[config.mk]
export PLATFORM = sky130hd
export DESIGN_NAME = crc_checked_frame_receiver
export DESIGN_NICKNAME = d
export VERILOG_FILES = /design/src/crcfr_pkg.sv /design/src/crc_checked_frame_receiver.sv
export SDC_FILE = /design/constraint.sdc
export NUM_CORES = 1
export LEC_CHECK = 0
export BUFFER_PORTS_ARGS = -buffer_cell sky130_fd_sc_hd__buf_2
export CORE_ASPECT_RATIO = 0.6
export CORE_MARGIN = 1.5
export CORE_UTILIZATION = 53
export DETAILED_ROUTE_END_ITERATION = 16
export PLACE_DENSITY = 0.83
export SKIP_CTS_REPAIR_TIMING = 1
export SLEW_MARGIN = 10
export SYNTH_ARGS = -nofsm -noshare
export SYNTH_HDL_FRONTEND = slang
export SYNTH_SLANG_ARGS = --single-unit
[constraint.sdc]
create_clock -name clk -period 6.4 [get_ports clk]
set_input_delay 1.28 -clock clk [delete_from_list [all_inputs] [get_ports clk]]
set_output_delay 1.28 -clock clk [all_outputs]
set_load 0.01 [all_outputs]
[src/crcfr_pkg.sv]
// Shared constants, codes and the bytewise CRC-16/X25 update for the frame receiver.
package crcfr_pkg;

	localparam int CNT_W = 32;

	localparam logic [7:0] HDR_FIRST = 8'hFF;
	localparam logic [7:0] HDR_SECOND = 8'hBB;
	localparam logic [7:0] MIN_FRAME_LEN = 8'd6;
	localparam logic [15:0] CRC_INIT = 16'hFFFF;
	localparam logic [15:0] CRC_POLY = 16'h8408;

	localparam logic [1:0] PH_HUNT1 = 2'd0;
	localparam logic [1:0] PH_HUNT2 = 2'd1;
	localparam logic [1:0] PH_LEN = 2'd2;
	localparam logic [1:0] PH_BODY = 2'd3;

	localparam logic [1:0] ST_GOOD = 2'd0;
	localparam logic [1:0] ST_CRC_BAD = 2'd1;
	localparam logic [1:0] ST_BAD_LEN = 2'd2;
	localparam logic [1:0] ST_TIMEOUT = 2'd3;

	localparam logic [1:0] REG_MAX_LEN = 2'd0;
	localparam logic [1:0] REG_GPS_ID = 2'd1;
	localparam logic [1:0] REG_DEVICE_ID = 2'd2;

	function automatic logic [15:0] crc_feed(input logic [15:0] acc, input logic [7:0] b);
		logic [15:0] c;
		c = acc ^ {8'h00, b};
		for (int i = 0; i < 8; i++) begin
			if (c[0]) begin
				c = (c >> 1) ^ CRC_POLY;
			end else begin
				c = c >> 1;
			end
		end
		return c;
	endfunction

endpackage

[src/crc_checked_frame_receiver.sv]
// Top level of the length-prefixed frame receiver with CRC-16/X25 check.
// An accepted request is registered in the input register, and its result in the result register.
// Throughput: one request per cycle while the result is not held; the bytewise CRC update is combinational.
// The input register and the result register only stall when the result is held.
// Reset clears the parser to the header hunt, the counters to zero and the
// registers to a length limit of 255, position id 1 and device id 2.
module crc_checked_frame_receiver
	import crcfr_pkg::*;
(
	input  logic        clk,
	input  logic        arst_n,
	input  logic        psel,
	input  logic        penable,
	input  logic        pwrite,
	input  logic [3:0]  paddr,
	input  logic [31:0] pwdata,
	output logic [31:0] prdata,
	output logic        pready,
	input  logic        rx_valid,
	output logic        rx_stall,
	input  logic [7:0]  rx_byte,
	input  logic        idle_tick,
	output logic        res_valid,
	input  logic        res_stall,
	output logic [7:0]  payload_byte,
	output logic        end_of_frame,
	output logic [1:0]  status,
	output logic [7:0]  frame_id,
	output logic [7:0]  frame_length,
	output logic [31:0] gps_frames,
	output logic [31:0] device_frames
);

	logic [7:0] max_len_q;
	logic [7:0] gps_id_q;
	logic [7:0] device_id_q;

	logic       valid_s1;
	logic [7:0] byte_s1;
	logic       tick_s1;

	logic [1:0]       phase_q;
	logic [7:0]       pos_q;
	logic [7:0]       exp_len_q;
	logic [15:0]      crc_q;
	logic [7:0]       crc_low_q;
	logic [7:0]       held_id_q;
	logic [CNT_W-1:0] gps_q;
	logic [CNT_W-1:0] dev_q;

	logic        res_valid_q;
	logic [7:0]  payload_q;
	logic        eof_q;
	logic [1:0]  status_q;
	logic [7:0]  id_q;
	logic [7:0]  len_q;
	logic [31:0] gps_out_q;
	logic [31:0] dev_out_q;

	logic             advance;
	logic             cfg_wr;
	logic [1:0]       phase_d;
	logic [7:0]       pos_d;
	logic [7:0]       exp_len_d;
	logic [15:0]      crc_d;
	logic [7:0]       crc_low_d;
	logic [7:0]       held_id_d;
	logic [CNT_W-1:0] gps_d;
	logic [CNT_W-1:0] dev_d;
	logic             emit;
	logic [7:0]       o_payload;
	logic             o_eof;
	logic [1:0]       o_status;
	logic [7:0]       o_id;
	logic [7:0]       o_len;
	logic [15:0]      crc_feed_val;
	logic [8:0]       pos_plus2;
	logic [15:0]      crc_got;

	assign pready = 1'b1;
	assign cfg_wr = psel && penable && pwrite;

	always_ff @(posedge clk or negedge arst_n) begin
		if (!arst_n) begin
			max_len_q <= 8'd255;
			gps_id_q <= 8'd1;
			device_id_q <= 8'd2;
		end else if (cfg_wr) begin
			case (paddr[3:2])
				REG_MAX_LEN: max_len_q <= pwdata[7:0];
				REG_GPS_ID: gps_id_q <= pwdata[7:0];
				REG_DEVICE_ID: device_id_q <= pwdata[7:0];
				default: ;
			endcase
		end
	end

	always_comb begin
		case (paddr[3:2])
			REG_MAX_LEN: prdata = {24'h0, max_len_q};
			REG_GPS_ID: prdata = {24'h0, gps_id_q};
			REG_DEVICE_ID: prdata = {24'h0, device_id_q};
			default: prdata = 32'h0;
		endcase
	end

	assign advance = valid_s1 && (!res_valid_q || !res_stall);
	assign rx_stall = valid_s1 && !(!res_valid_q || !res_stall);

	always_ff @(posedge clk or negedge arst_n) begin
		if (!arst_n) begin
			valid_s1 <= 1'b0;
		end else if (!rx_stall) begin
			valid_s1 <= rx_valid;
		end
	end

	always_ff @(posedge clk) begin
		if (rx_valid && !rx_stall) begin
			byte_s1 <= rx_byte;
			tick_s1 <= idle_tick;
		end
	end

	assign crc_feed_val = crc_feed(crc_q, byte_s1);
	assign pos_plus2 = {1'b0, pos_q} + 9'd2;
	assign crc_got = {byte_s1, crc_low_q};

	always_comb begin
		phase_d = phase_q;
		pos_d = pos_q;
		exp_len_d = exp_len_q;
		crc_d = crc_q;
		crc_low_d = crc_low_q;
		held_id_d = held_id_q;
		gps_d = gps_q;
		dev_d = dev_q;
		emit = 1'b0;
		o_payload = 8'h00;
		o_eof = 1'b0;
		o_status = ST_GOOD;
		o_id = 8'h00;
		o_len = 8'h00;
		if (tick_s1) begin
			if (phase_q == PH_BODY) begin
				emit = 1'b1;
				o_eof = 1'b1;
				o_status = ST_TIMEOUT;
				o_id = held_id_q;
				o_len = exp_len_q;
			end
			phase_d = PH_HUNT1;
			pos_d = 8'd0;
			crc_d = CRC_INIT;
		end else begin
			case (phase_q)
				PH_HUNT1: begin
					if (byte_s1 == HDR_FIRST) begin
						crc_d = crc_feed(CRC_INIT, byte_s1);
						pos_d = 8'd1;
						phase_d = PH_HUNT2;
					end
				end
				PH_HUNT2: begin
					if (byte_s1 == HDR_SECOND) begin
						crc_d = crc_feed_val;
						pos_d = 8'd2;
						phase_d = PH_LEN;
					end else begin
						phase_d = PH_HUNT1;
						pos_d = 8'd0;
						crc_d = CRC_INIT;
					end
				end
				PH_LEN: begin
					exp_len_d = byte_s1;
					held_id_d = 8'h00;
					if (byte_s1 < MIN_FRAME_LEN || byte_s1 > max_len_q) begin
						emit = 1'b1;
						o_eof = 1'b1;
						o_status = ST_BAD_LEN;
						o_len = byte_s1;
						phase_d = PH_HUNT1;
						pos_d = 8'd0;
						crc_d = CRC_INIT;
					end else begin
						crc_d = crc_feed_val;
						pos_d = 8'd3;
						phase_d = PH_BODY;
					end
				end
				default: begin
					if (pos_q == 8'd3) begin
						held_id_d = byte_s1;
						crc_d = crc_feed_val;
						pos_d = 8'd4;
					end else if (pos_plus2 < {1'b0, exp_len_q}) begin
						crc_d = crc_feed_val;
						pos_d = pos_q + 8'd1;
						emit = 1'b1;
						o_payload = byte_s1;
					end else if (pos_plus2 == {1'b0, exp_len_q}) begin
						crc_low_d = byte_s1;
						pos_d = pos_q + 8'd1;
					end else begin
						emit = 1'b1;
						o_eof = 1'b1;
						o_id = held_id_q;
						o_len = exp_len_q;
						if (crc_got == ~crc_q) begin
							o_status = ST_GOOD;
							if (held_id_q == gps_id_q) begin
								gps_d = gps_q + CNT_W'(1);
							end else if (held_id_q == device_id_q) begin
								dev_d = dev_q + CNT_W'(1);
							end
						end else begin
							o_status = ST_CRC_BAD;
						end
						phase_d = PH_HUNT1;
						pos_d = 8'd0;
						crc_d = CRC_INIT;
					end
				end
			endcase
		end
	end

	always_ff @(posedge clk or negedge arst_n) begin
		if (!arst_n) begin
			phase_q <= PH_HUNT1;
			pos_q <= 8'd0;
			exp_len_q <= 8'd0;
			crc_q <= CRC_INIT;
			crc_low_q <= 8'd0;
			held_id_q <= 8'd0;
			gps_q <= '0;
			dev_q <= '0;
		end else if (advance) begin
			phase_q <= phase_d;
			pos_q <= pos_d;
			exp_len_q <= exp_len_d;
			crc_q <= crc_d;
			crc_low_q <= crc_low_d;
			held_id_q <= held_id_d;
			gps_q <= gps_d;
			dev_q <= dev_d;
		end
	end

	always_ff @(posedge clk or negedge arst_n) begin
		if (!arst_n) begin
			res_valid_q <= 1'b0;
		end else if (advance) begin
			res_valid_q <= emit;
		end else if (!res_stall) begin
			res_valid_q <= 1'b0;
		end
	end

	always_ff @(posedge clk) begin
		if (advance && emit) begin
			payload_q <= o_payload;
			eof_q <= o_eof;
			status_q <= o_status;
			id_q <= o_id;
			len_q <= o_len;
			gps_out_q <= o_eof ? 32'(gps_d) : 32'h0;
			dev_out_q <= o_eof ? 32'(dev_d) : 32'h0;
		end
	end

	assign res_valid = res_valid_q;
	assign payload_byte = payload_q;
	assign end_of_frame = eof_q;
	assign status = status_q;
	assign frame_id = id_q;
	assign frame_length = len_q;
	assign gps_frames = gps_out_q;
	assign device_frames = dev_out_q;

`ifndef SYNTHESIS
	a_phase_pos: assert property (@(posedge clk) disable iff (!arst_n)
		(phase_q == PH_BODY) == (pos_q >= 8'd3))
		else $error("Byte position does not agree with the parse phase.");

	a_payload_clean: assert property (@(posedge clk) disable iff (!arst_n)
		(res_valid && !end_of_frame) |-> (status == ST_GOOD && frame_id == 8'h00
			&& frame_length == 8'h00 && gps_frames == 32'h0 && device_frames == 32'h0))
		else $error("Payload result carries verdict fields.");

	a_gps_step: assert property (@(posedge clk) disable iff (!arst_n)
		(gps_q != $past(gps_q)) |-> (gps_q == $past(gps_q) + CNT_W'(1)))
		else $error("Position frame counter moved by more than one.");

	a_stall_held: assert property (@(posedge clk) disable iff (!arst_n)
		rx_stall |-> (valid_s1 && res_valid_q))
		else $error("Input stalled while the result register was free.");
`endif

endmodule
Yosys cells after proc, flatten, opt, wreduce, memory -nomap -nowiden --
Cells that the tools add are included.
Storage, ports and cells: register bits after elaboration 240, output and inout bits 126
Operators by class: equal/unequal tests 18, $add $sub $neg 4, magnitude comparators 3, mux-type cells 113, reduce and logical (&&, ||, !) cells 27, bitwise gates (word level) 24
Operators with widths (number):
- $mux 16 | 44
- $mux 32 | 15
- $mux 8 | 18
- $add 32x1->32 const B | 2
- $not 2->3 | 16
- $pmux 16 s3 | 1
- $pmux 8 s3 | 2
- $pmux 8 s2 | 2
- $mux 2 | 12
- $eq 16x16->1 | 1
- $eq 8x8->1 | 2
- $eq 8x8->1 const B | 2
- $not 16->16 | 1
- $not 8->16 | 1
- $xor 16x8->16 | 1
- $mux 1 | 15
- $ne 5x2->1 const B | 3
- $add 8x2->9 const B | 1
- $eq 9x8->1 | 1
- $lt 9x8->1 | 1
- $add 8x1->8 const B | 1
- $eq 8x2->1 const B | 1
- $gt 8x8->1 | 1
- $lt 8x3->1 const B | 1
- 22 further kinds | 44

Depth between registers and ports, before layout --
Gate-level depths: netlist of the first run.
word-level depth 41, gate-level depth with buffers 14

Worst setup path before layout of the first run --
OpenSTA, ideal clock, no wires.
kind input port to flip-flop, start point in res_stall, end point reg dev_out_q[0] (netlist: device_frames[0]), enable pin, stages on the path 6, buffers on the path 2, slack -0.143 ns, setup time 0.541 ns, arrival time 6.002 ns, path through nand2_1 > and2_1 > clkbuf_1 > clkbuf_1 > o21ai_0 > nor2_1
On the way: cells in the longest elaborated chain, start to end 4
RTL lines:
- start: declaration | line crc_checked_frame_receiver.sv:24 | input logic res_stall,
- $logic_not 1->1
- $logic_or 1x1->1 | line crc_checked_frame_receiver.sv:107 | assign advance = valid_s1 && (!res_valid_q || !res_stall);
- $logic_and 1x1->1 | line crc_checked_frame_receiver.sv:107
- $logic_and 1x1->1 | line crc_checked_frame_receiver.sv:262 | if (advance && emit) begin
- end signal: assignment | line crc_checked_frame_receiver.sv:269 | dev_out_q <= o_eof ? 32'(dev_d) : 32'h0;
- end: declaration | line crc_checked_frame_receiver.sv:58 | logic [31:0] dev_out_q;
No other way between the ends. A chain may end at the register's enable or synchronous reset.

Worst setup path after layout of the first run --
start point reg pos_q[3], end point reg gps_out_q[13] (netlist: gps_frames[13]) (data pin)
On the way: cells in the longest elaborated chain, start to end 7
RTL lines:
- start: declaration | line crc_checked_frame_receiver.sv:43 | logic [7:0] pos_q;
- start signal: assignment | line crc_checked_frame_receiver.sv:241 | pos_q <= pos_d;
- branches (longest 7 deep; another with $add 8x2->9)
- end signal: assignment | line crc_checked_frame_receiver.sv:268 | gps_out_q <= o_eof ? 32'(gps_d) : 32'h0;
- end: declaration | line crc_checked_frame_receiver.sv:57 | logic [31:0] gps_out_q;
Parallel ways; which one is timed is not known.

==> results of run 1 <==
==> layer usage <==
| metal | GRT usage [%] | wire, um | up-vias |
|---|---|---|---|
| met5 | 0 | 0 | - |
| met4 | 5.07 | 430 | 0 |
| met3 | 5.86 | 3060 | 43 |
| met2 | 37.9 | 14800 | 464 |
| met1 | 39.6 | 15800 | 5287 |
| li1 | - | - | 4932 |
==> registers in the layout, summed over array words and instances, names as in the netlist, 2 cells and up <==
signal	flops
byte_s1	8
crc_low_q	8
crc_q	16
dev_q	32
device_frames	32
device_id_q	8
exp_len_q	8
frame_id	8
frame_length	8
gps_frames	32
gps_id_q	8
gps_q	32
held_id_q	8
max_len_q	8
payload_byte	8
phase_q	2
pos_q	8
status	2
==> cell type report <==
type | count | share of cell area (%)
Clock buffer | 35 | 4.42
Clock inverter | 9 | 0.911
Inverter | 37 | 0.928
Multi-Input combinational cell | 948 | 42.1
Sequential cell | 240 | 43.7
Tap cell | 322 | 2.69
Timing Repair Buffer | 143 | 5.24
==> kinds of logic (layout without fill, tap and decap cells) <==
group | Yosys count | after routing | share of synthesized area, %
AOI/OAI and AO/OA | 288 | 288 | 13.6
xor gates and xnor gates | 135 | 135 | 9.07
adders and majority gates | 25 | 25 | 2.34
buffers and inverters | 146 | 224 | 5.04
DFF | 240 | 240 | 48.9
muxes | 48 | 48 | 3.92
other | 2 | 25 | 0.0562
and+or+nand+nor | 427 | 427 | 17.1
==> synth_stat cells (all sizes together), types with 18 or more instances <==
library cell | number | share of area, %
a21oi | 89 | 3.3
and2 | 20 | 0.94
buf | 53 | 2.4
clkbuf | 56 | 1.6
dfrtp | 114 | 21
dfstp | 26 | 5.1
edfxtp | 100 | 22
ha | 25 | 2.3
inv | 37 | 1.0
mux2 | 35 | 2.9
nand2 | 88 | 2.5
nand3 | 56 | 2.1
nand4 | 29 | 1.4
nor2 | 34 | 0.95
nor2b | 22 | 1.0
nor3 | 46 | 1.7
nor4 | 31 | 1.5
o21ai | 91 | 3.4
o31ai | 18 | 1.0
or3 | 46 | 2.2
or4 | 22 | 1.2
xnor2 | 52 | 3.4
xor2 | 81 | 5.3
==> power by group <==
group,switching (mW),internal (mW)
Combinational,0.349,0.245
Sequential,0.110,1.70
Clock,0.610,0.844
==> per-stage QoR <==
stage                     instance area (um^2)  util, %  hold slack (ps)
after global placement                   14100     57.7              461
final                                    15000     61.1              483
after floorplan                          13500        -              446
after global routing                     15000     61.1              498
after CTS                                14900     61.0              485
after detailed placement                 14100     57.7              475
==> worst paths after layout <==
check                                      start                            to  depth (start not counted)
setup / recovery            pos_q[3]$_DFFE_PN0P_  gps_frames[13]$_SDFFCE_PN0P_                         11
hold / removal             dev_q[31]$_DFFE_PN0P_         dev_q[31]$_DFFE_PN0P_                          1
setup reg to reg            pos_q[3]$_DFFE_PN0P_  gps_frames[13]$_SDFFCE_PN0P_                         11
hold reg to reg            dev_q[31]$_DFFE_PN0P_         dev_q[31]$_DFFE_PN0P_                          1
max in group asynchronous                 arst_n         dev_q[27]$_DFFE_PN0P_                          2
min in group asynchronous                 arst_n         gps_q[31]$_DFFE_PN0P_                          1
==> impl_metrics.yaml, run 1 <==
cts:
  clkLatencyLatePin_ps: 540
  cts_buffers: 24
  clock_sinks: 240
  path_clk_slew_ps: 70
  htreeDepth: 1
  tritoncts: "built"
  cts_max_path_buffers: 3
  root_buffer: "clkbuf_16"
sta:
  worst_pin_slew_ps: 1030
  finalSetupTns_ps: 0
  slew_viol_final: 0
  rsz0062_at_grt: "false"
  fin_crit_ps: 4260
  max_slew_margin_pct: 30.6
  setup_viol_count_final: 0
  period_share_pct: 66.5
  setup_ws_ps: 2140
  clock_skew_ps: 32.0
  fmax_mhz: 235
  hold_viol: 0
worst_setup_path:
  crit_slowest_cell: "a211oi_2"
  cp-start-kind: "flop"
  cp_top_family: "simple AND/OR/NAND/NOR gates"
  crit_buf_inv: 1
  cp_max_fo: 65
  r2r_slack_ps: 2140
  cp.arrival_ps: 4570
  crit_chain: "and3_1, nand3_1, xnor2_1, ha_1, nand4_1, nor3_1, o21ai_1, a211oi_2, o22ai_4, buf_4, nor4_1"
  timing_worst_setup_path_type: "reg -> reg"
  end_kind: "flop"
  slowest_delay_ps: 620
  critPathRequiredTime_ps: 6720
layout:
  layout_common_cells: "buf_2, dfrtp_1, edfxtp_1"
  num_antenna_cells: 0
  fin_nets: 1471
  multi_input_area_um2: 6310
  drive_gt1_share_pct: 18.8
  final_common_cell: "buf_2"
  regArea_um2: 6540
  fin_cells: 1734
  syn_to_final_growth_pct: 12.0
  fillerInstances: 1964
die:
  die_w_um: 208
  coreArea_um2: 24500
  die_y_um: 126
  ioPinCount: 178
  initial_core_util_pct: 54.6
  die_area_um2: 26200
  rows: 44
place:
  dp_cells: 1689
  gp_congestion: 0.915
  place_worst_setup_slack_ps: 2180
  port_buffers: 126
  dp_hpwl_um: 23300
routing:
  num_vias: 10700
  viasPerCell: 6.19
  routed_wl_um: 34100
  drtIter0Drc: 1058
  remaining_drc_errors: 0
  post_drt_wl_per_cell_um: 19.7
  first_pass_iters: 5
  ant_nets: 0
yosys:
  avgSynthCellArea_um2: 10.2
  syn_inst: 1311
  synth-seq-cells: 240
  synth_seq_area_share_pct: 48.9
  synthArstFlopShare_pct: 58.3
  synth-edff-count: 100
  yosys_warnings: 0
  syn-cell-area_um2: 13400
  synthFlopType: "dfrtp_1"
  synth_cell_type_count: 64
global_routing:
  grt_pass1_vias: 10000
  grt_pass1_wl_um: 54600
  grt_max_degree: 80
  grt_overflow: 0
  grtUsageTotal_pct: 25.9
  antenna_found_initial: 0
pwr:
  p_per_area_nw_per_um2: 258
  p_leak_nw: 6.16
  total_power_mw: 3.86
  ir_worst_vdd_v: 0.000160
run:
  cap_violations: 0
min_path:
  holdCritPathClass: "reg -> reg"
run_status:
  status: "complete, no violations"
Note: power is estimated with default switching activity, not from simulation.
==> run 2, diff against run 1 <==
- clock period: 6.4 -> 3.5 ns (I/O delays scaled with it)
==> run 2 against run 1 <==
Effect of this change: setup slack got worse by 2100 ps; critical path depth did not move; critical endpoint is now device_frames[30]$_SDFFCE_PN0P_; combinational power rose by 97%; critical path type unchanged.
==> impl_metrics.yaml, run 2 (same netlist as run 1, synthesis figures left out) <==
run_status:
  status: "complete, no violations"
place:
  place_worst_setup_slack_ps: -110
  dp_hpwl_um: 24700
  placed_area_um2: 14600
  gp_congestion: 0.945
  port_buffers: 126
routing:
  remaining_drc_errors: 0
  dr_wl_met2_um: 15400
  drtIter0Drc: 1229
  num_vias: 11100
  routed_wl_um: 35300
  first_pass_iters: 5
  top_layer_used: "met4"
  post_drt_wl_per_cell_um: 19.8
  wl_met1_um: 15800
  route.met3.wl_um: 3450
  ant_nets: 0
  viasPerCell: 6.21
die:
  coreArea_um2: 24500
  die_area_um2: 26200
  die_w_um: 208
  initial_core_util_pct: 54.6
  rows: 44
  ioPinCount: 178
  die_y_um: 126
sta:
  worst_pin_slew_ps: 880
  finalSetupTns_ps: 0
  fin_crit_ps: 3450
  hold_viol: 0
  fmax_mhz: 290
  fin_hold_ws_ps: 250
  setup_viol_count_final: 0
  slew_viol_final: 0
  period_share_pct: 98.7
  setup_ws_ps: 47.1
  clock_skew_ps: 19.8
  max_slew_margin_pct: 41.1
layout:
  fin_nets: 1523
  final_common_cell: "buf_2"
  layout_common_cells: "buf_2, dfrtp_1, edfxtp_1"
  num_antenna_cells: 0
  multi_input_area_um2: 6340
  drive_gt1_share_pct: 22.4
  stdcell_area_um2: 15400
  fillerInstances: 1958
  regArea_um2: 6540
  syn_to_final_growth_pct: 15.3
worst_setup_path:
  end_kind: "flop"
  critPathRequiredTime_ps: 3840
  timing_worst_setup_path_type: "reg -> reg"
  cp_max_fo: 18
  cp-start-kind: "flop"
  cp.arrival_ps: 3790
pwr:
  total_power_mw: 6.95
  intPower_mw: 5.01
  p_sw_mw: 1.94
  ir_worst_vdd_v: 0.000300
  swShare_pct: 28.0
  p_comb_share_pct: 16.8
  p_leak_nw: 6.40
  pwr-share-clk_pct: 36.0
  sequentialPowerShare_pct: 47.3
  p_per_area_nw_per_um2: 451
cts:
  cts_buffers: 23
  root_buffer: "clkbuf_16"
  tritoncts: "built"
  clock_sinks: 240
  path_clk_slew_ps: 70
  cts_max_path_buffers: 3
  clkLatencyLatePin_ps: 530
  htreeDepth: 1
global_routing:
  grt_overflow: 0
  grt_max_degree: 76
  grt_pass1_vias: 10600
  grt_pass1_wl_um: 56000
  grtUsageTotal_pct: 26.6
  antenna_found_initial: 0
min_path:
  holdCritPathClass: "in -> async"
run:
  cap_violations: 0
[run 2: final timing paths]
| kind | startpoint | slack, ps | end | cells after the start |
|---|---|---|---|---|
| worst max-delay path | pos_q[1]$_DFFE_PN0P_ | 50 | device_frames[30]$_SDFFCE_PN0P_ | 11 |
| worst min-delay path | arst_n | 250 | pos_q[1]$_DFFE_PN0P_ | 1 |
| worst max register to register | pos_q[1]$_DFFE_PN0P_ | 50 | device_frames[30]$_SDFFCE_PN0P_ | 11 |
| worst min register to register | gps_q[31]$_DFFE_PN0P_ | 500 | gps_q[31]$_DFFE_PN0P_ | 1 |
| max in group asynchronous | arst_n | 2440 | dev_q[17]$_DFFE_PN0P_ | 2 |
| min in group clk | idle_tick | 350 | tick_s1$_DFFE_PP_ | 1 |
[run 2: worst max-delay path, cell delays in order, from the launching register on]
cell	delay, ps
dfrtp_1	470
and3_2	290
nand3_2	90
xnor2_1	140
ha_1	330
nand4_1	270
o221ai_2	330
o21a_4	250
o211ai_1	140
buf_4	250
or4_1	470
a21oi_1	250
[run 2: layout make-up]
| class | count | share of cell area, % |
|---|---|---|
| Timing Repair Buffer | 196 | 8.06 |
| Clock inverter | 11 | 0.763 |
| Clock buffer | 31 | 4.06 |
| Multi-Input combinational cell | 948 | 41.2 |
| Inverter | 37 | 0.901 |
| Tap cell | 322 | 2.61 |
| Sequential cell | 240 | 42.4 |
[run 2: power by group through the flow]
stage | registers [mW] | clock network (mW) | logic [mW]
4_1_cts | 3.28 | 2.54 | 1.13
6_report | 3.29 | 2.50 | 1.17
3_5_place_dp | 3.33 | 0 | 1.12
5_1_grt | 3.30 | 2.67 | 1.27
3_3_place_gp | 3.32 | 0 | 1.07
2_1_floorplan | 3.26 | 0 | 0.863
[run 2: metrics by stage]
| step | util, % | cells |
|---|---|---|
| 2_1_floorplan | - | 1334 |
| 3_3_place_gp | 59.5 | 1737 |
| 3_5_place_dp | 59.5 | 1737 |
| 4_1_cts | 62.5 | 1779 |
| 5_1_grt | 62.9 | 1785 |
| 6_report | 62.9 | 1785 |
[run 2: routing by layer]
metal / global-route usage (%) / vias up
met4: 6.61 / 0
li1: - / 5030
met1: 40.0 / 5453
met2: 39.1 / 551
met5: 0 / -
met3: 5.59 / 57
